--- config.mk ---
export PLATFORM = sky130hd
export DESIGN_NAME = icc_ctrl
export DESIGN_NICKNAME = d
export VERILOG_FILES = /design/src/rtl/core/icc_pkg.sv /design/src/rtl/core/icc_ctrl.sv
export SDC_FILE = /design/constraint.sdc
export NUM_CORES = 1
export LEC_CHECK = 0
export BUFFER_PORTS_ARGS = -buffer_cell sky130_fd_sc_hd__clkbuf_2
export CAP_MARGIN = 25
export CORE_AREA = 2 2 39 41
export CTS_CLUSTER_DIAMETER = 60
export CTS_CLUSTER_SIZE = 10
export DETAILED_ROUTE_END_ITERATION = 10
export DIE_AREA = 0 0 41 43
export PLACE_DENSITY = 0.54
export SLEW_MARGIN = 20
export SYNTH_ARGS = -nofsm -noshare
export SYNTH_HDL_FRONTEND = slang
export SYNTH_SLANG_ARGS = --single-unit
--- constraint.sdc ---
create_clock -name clock -period 1.7 [get_ports clock]
set_input_delay 0.085 -clock clock [delete_from_list [all_inputs] [get_ports clock]]
set_output_delay 0.085 -clock clock [all_outputs]
set_load 0.03 [all_outputs]
--- src/rtl/core/icc_pkg.sv ---
`timescale 1ns / 1ps

package icc_pkg;

   // Store geometry
   localparam int DEPTH      = 65536;
   localparam int COUNT_BITS = 16;
   localparam int STORE_SIZE = (DEPTH < 65536) ? DEPTH : 65536;
   localparam int ADDR_BITS  = $clog2(STORE_SIZE);

   // Field widths
   localparam int POS_BITS    = 16;
   localparam int EXT_BITS    = 17;
   localparam int STATUS_BITS = 2;
   localparam int COV_BITS    = 16;

   localparam logic [EXT_BITS-1:0]  STORE_SIZE_EXT = EXT_BITS'(STORE_SIZE);
   localparam logic [ADDR_BITS-1:0] ADDR_LAST      = ADDR_BITS'(STORE_SIZE - 1);

   // Request kinds
   localparam logic REQ_ADD  = 1'b0;
   localparam logic REQ_READ = 1'b1;

   // Result status codes
   localparam logic [STATUS_BITS-1:0] STATUS_OK        = 2'd0;
   localparam logic [STATUS_BITS-1:0] STATUS_BAD_ORDER = 2'd1;
   localparam logic [STATUS_BITS-1:0] STATUS_BAD_RANGE = 2'd2;

   // Register indexes
   localparam logic CSR_POSITION_LIMIT = 1'b0;
   localparam logic CSR_GAP_FILL       = 1'b1;

   // Controller to datapath
   typedef struct packed {
      logic clear_step;
      logic load_req;
      logic walk_start;
      logic walk_step;
      logic drain;
      logic read_issue;
      logic rsp_load;
   } icc_cmd_type;

   // Datapath to controller
   typedef struct packed {
      logic clear_last;
      logic walk_last;
      logic is_read;
      logic add_ok;
   } icc_stat_type;

endpackage

--- src/rtl/core/icc_ctrl.sv ---
`timescale 1ns / 1ps

module icc_ctrl (
   input  logic                 clock,
   input  logic                 reset,
   input  logic                 req_valid,
   output logic                 req_ready,
   output logic                 rsp_valid,
   input  logic                 rsp_ready,
   input  icc_pkg::icc_stat_type stat,
   output icc_pkg::icc_cmd_type  cmd
);
   import icc_pkg::*;

   localparam logic [2:0] ST_CLEAR  = 3'd0;
   localparam logic [2:0] ST_IDLE   = 3'd1;
   localparam logic [2:0] ST_CHECK  = 3'd2;
   localparam logic [2:0] ST_WALK   = 3'd3;
   localparam logic [2:0] ST_DRAIN  = 3'd4;
   localparam logic [2:0] ST_FINISH = 3'd5;

   logic [2:0] state_ff;
   logic [2:0] state_in;
   logic       rsp_valid_ff;
   logic       rsp_valid_in;
   logic       slot_free;

   assign slot_free = !rsp_valid_ff || rsp_ready;
   assign req_ready = (state_ff == ST_IDLE);
   assign rsp_valid = rsp_valid_ff;

   // Sequence the clear pass, the walk and the result hand-off
   always_comb begin
      state_in = state_ff;
      cmd      = '0;
      case (state_ff)
         ST_CLEAR: begin
            cmd.clear_step = 1'b1;
            if (stat.clear_last) state_in = ST_IDLE;
         end
         ST_IDLE: begin
            if (req_valid) begin
               cmd.load_req = 1'b1;
               state_in     = ST_CHECK;
            end
         end
         ST_CHECK: begin
            if (stat.is_read) begin
               cmd.read_issue = 1'b1;
               state_in       = ST_FINISH;
            end else if (stat.add_ok) begin
               cmd.walk_start = 1'b1;
               state_in       = ST_WALK;
            end else begin
               state_in = ST_FINISH;
            end
         end
         ST_WALK: begin
            cmd.walk_step = 1'b1;
            if (stat.walk_last) state_in = ST_DRAIN;
         end
         ST_DRAIN: begin
            cmd.drain = 1'b1;
            state_in  = ST_FINISH;
         end
         ST_FINISH: begin
            if (slot_free) begin
               cmd.rsp_load = 1'b1;
               state_in     = ST_IDLE;
            end
         end
         default: begin
            state_in = ST_IDLE;
         end
      endcase
   end

   // Hold the result until it is taken
   always_comb begin
      if (cmd.rsp_load) begin
         rsp_valid_in = 1'b1;
      end else if (rsp_ready) begin
         rsp_valid_in = 1'b0;
      end else begin
         rsp_valid_in = rsp_valid_ff;
      end
   end

   always_ff @(posedge clock) begin
      if (reset) begin
         state_ff     <= ST_CLEAR;
         rsp_valid_ff <= 1'b0;
      end else begin
         state_ff     <= state_in;
         rsp_valid_ff <= rsp_valid_in;
      end
   end

   // The walk is entered only from the check step
   a_walk_entry: assert property (@(posedge clock) disable iff (reset)
      (state_ff == ST_WALK) |->
         ($past(state_ff) == ST_CHECK || $past(state_ff) == ST_WALK))
      else $error("walk entered without check");

   // A result is never loaded over one that is still waiting
   a_no_overwrite: assert property (@(posedge clock) disable iff (reset)
      (rsp_valid_ff && !rsp_ready) |-> !cmd.rsp_load)
      else $error("result overwritten");

endmodule

==> flow_summary.yaml <==
status:
  status: "complete, no violations"
worst_hold_path:
  worstHoldPathCells: 2
  hold_start: "reset"
  hold_end: "rsp_valid"
  min_path_type: "in -> reg"
worst_setup_path:
  crit_buf_inv: 1
  timing.rr.start: "state_ff[1]"
  path_cells: "nand2b_1 > nor4b_2 > clkbuf_2"
  startpoint_type: "register"
  max_fo_critical_path: 9
  largest_incremental_delay_on_the_critical_path_ns: 0.52
  r2r.worst_path.cells: 4
  rrSetupSlack_ns: 0.20
  path_delay_family: "flip-flops"
  cp-end-kind: "primary output"
  critical_path_required_ns: 1.62
  worstReg2RegEnd: "state_ff[1]"
  setup.worst_path.class: "reg -> out"
  crit_slowest_cell: "sky130_fd_sc_hd__dfxtp_1"
  critical_path_arrival_ns: 1.46
clocking:
  clk_lat_worst_skew_ns: 0.24
  htree_num_levels: 1
  cts_resized: 0
  cts_sinks: 4
  cts.repair_timing.setup_buffer_count: 0
  cts_max_path_buffers: 2
  cts.clk_slew.worst_paths_ns: 0.04
  tritoncts_buffer_count: 3
  cts_hold_repair.buffers: 0
  clock_tree.root_cell: "sky130_fd_sc_hd__clkbuf_4"
  cts_tree: "done"
finish:
  layout_cell_share_with_drive_strength_beyond_1_pct: 46.30
  layout-area-overhead-vs-synth_pct: 32.68
  num_antenna_cells: 0
  nets: 64
  fillCellCount: 157
  share_of_the_core_filled_with_cells_pct: 30.83
  layout.cells.non_filler: 70
timing:
  max_slew.worst_pin.slew_ns: 0.3554
  layout_setup_ws_ns: 0.1594
  rsz0062_at_grt: "no"
  hold_viol: 0
  report.final.slew_viol_count: 0
  timing.slew.headroom_pct: 76.27
  timing.final.crit_share_pct: 90.62
  final.setup_skew_ns: 0.007744
  setup-violations-final: 0
  post-route-min-period_ns: 1.541
  fmax_mhz: 649.1
  setup_tns_ns: 0
yosys:
  synthDominantAreaCellType: "sky130_fd_sc_hd__dfxtp_1"
  unique_masters_post_synth: 22
  syn-cell-area_um2: 321.6
  synth.yosys.warnings: 0
  synth_commonest_cells: "sky130_fd_sc_hd__dfxtp_1 (4), sky130_fd_sc_hd__a21oi_1 (3), sky130_fd_sc_hd__nor2_1 (3), sky130_fd_sc_hd__nor3b_1 (3), sky130_fd_sc_hd__or3_1 (3)"
  ys_seq_elements: 4
  postSynthAreaPerCell_um2: 8.462
  synth_seq_area_share_pct: 24.90
  synth-edff-count: 0
  yosysTopAreaCellShare_pct: 24.90
  asyncSetResetFlopFracSynth_pct: 0
  yosys-top-cells-area: "sky130_fd_sc_hd__dfxtp_1 (25%), sky130_fd_sc_hd__buf_6 (7.0%), sky130_fd_sc_hd__nor3b_1 (7.0%)"
  synth_most_common_cell: "sky130_fd_sc_hd__dfxtp_1"
  synth_nets: 46
  synthCells: 38
  synth_ff_type: "sky130_fd_sc_hd__dfxtp_1"
power_and_ir_drop:
  switching_power_mw: 0.4012
  internal_power_mw: 0.4008
  power.share.switching_pct: 50.02
  power.share.clock_pct: 15.1
  vdd_drop_max_mv: 0.5368
  power.total_mw: 0.8020
  leakage_nw: 0.2120
  p_comb_share_pct: 58.9
  power_density_nw_per_um2: 1880
  power.sequential.fraction_pct: 26.0
global_routing:
  gr-usage-met3_pct: 3.141
  met1_usage_pct: 11.86
  largest_net_degree_at_the_start_of_global_routing: 12
  global_route.peak_usage_layer: "met2"
  antenna_violations_before_repair: 0
  grt_first_pass_wirelength_um: 1138
  use_met2_pct: 12.81
  vias_in_the_first_global_route: 290
  grt_usage_pct: 9.930
  globalRoute.totalOverflow: 0
floorplan:
  fp-row-count: 14
  floorplan.initialDensity_pct: 23.24
  die_boundary_width_um: 41
  pin_count: 17
  fp.coreArea_um2: 1384
  die_footprint_um2: 1763
  fp.dieH_um: 43
drt:
  via_count: 316
  route.detailed.drc: 0
  drtPass1Iterations: 2
  drtAntennaViolNets: 0
  routedWlPerCell_um: 10.00
  vias_per_cell: 4.514
  drt_first_iter_violations: 3
  drt-total-wl_um: 700
place:
  dp_slack_ns: 0.2045
  placement.io_buffers: 16
  hpwl_um: 595.8
  dpl.cell_count: 67
  globalplace.congestion: 0.7616
flow_run:
  max-cap-violations: 0
==> per-layer routing <==
metal	share of wire, %	wire, um	vias to the layer above
met2	48	338	8
met1	43	302	135
met3	4.9	34	4
met4	3.3	23	0
li1	-	-	169
met5	0	0	-
==> final cells by class <==
cell class / instances / area [um^2] / area share, %
tap: 16 / 20.02 / 4.692
timing repair buffer: 17 / 87.58 / 20.53
clock buffer: 3 / 22.52 / 5.279
sequential: 4 / 80.08 / 18.77
multi-input combinational: 28 / 209.0 / 48.97
inverter: 2 / 7.507 / 1.760
==> cells by family after synthesis <==
family | Yosys count | synth area share (%)
and+or+nand+nor | 20 | 42.42
AOI/OAI and AO/OA | 7 | 14.78
DFF | 4 | 24.90
muxes | 1 | 4.668
buffers and inverters | 6 | 13.23
==> cells in the final DEF, fill, tap and decap left out, types with 2 or more instances in the layout <==
cell	n
sky130_fd_sc_hd__dfxtp_1	4
sky130_fd_sc_hd__a21oi_1	3
sky130_fd_sc_hd__nor3b_1	2
sky130_fd_sc_hd__nor2_1	3
sky130_fd_sc_hd__or3_1	3
sky130_fd_sc_hd__nor3_2	2
sky130_fd_sc_hd__clkbuf_4	3
sky130_fd_sc_hd__clkbuf_2	16
sky130_fd_sc_hd__nand2b_1	2
sky130_fd_sc_hd__o211a_1	2
sky130_fd_sc_hd__inv_1	2
==> registers in the layout, indices dropped and copies added, names as in the netlist <==
signal and count:
rsp_valid 1, state_ff 3
==> power by group through the flow <==
stage / registers, mW / clock network [mW] / logic [mW]
after floorplan: 0.154 / 0 / 0.463
after global placement: 0.209 / 0 / 0.479
after detailed placement: 0.209 / 0 / 0.478
after CTS: 0.208 / 0.124 / 0.480
after global routing: 0.221 / 0.133 / 0.516
final: 0.208 / 0.121 / 0.473
==> stage by stage <==
stage	hold WS (ns)	cell area, um^2
floorplan	0.1541	331.6
global placement	0.2887	404.1
detailed placement	0.2844	404.1
CTS	0.03581	426.7
global route	0.04172	426.7
finish	0.03862	426.7
==> worst register-to-register path, delay by kind of cell (launching register included) <==
family | cells | cell delay [ns]
compound gates | 1 | 0.13
mux | 1 | 0.23
simple gates | 2 | 0.50
flops | 1 | 0.52
==> worst max-delay path by stage <==
stage	from	endpoint	slack [ns]	cells past startpoint
finish	state_ff[1]	cmd[4]	0.16	3
global route	state_ff[1]	cmd[4]	0.03	3
floorplan	state_ff[1]	state_ff[1]	0.11	5
detailed placement	state_ff[1]	state_ff[1]	0.20	4
global placement	state_ff[1]	state_ff[1]	0.22	4
CTS	state_ff[1]	cmd[4]	0.14	3
(Power assumes the default switching activity.)
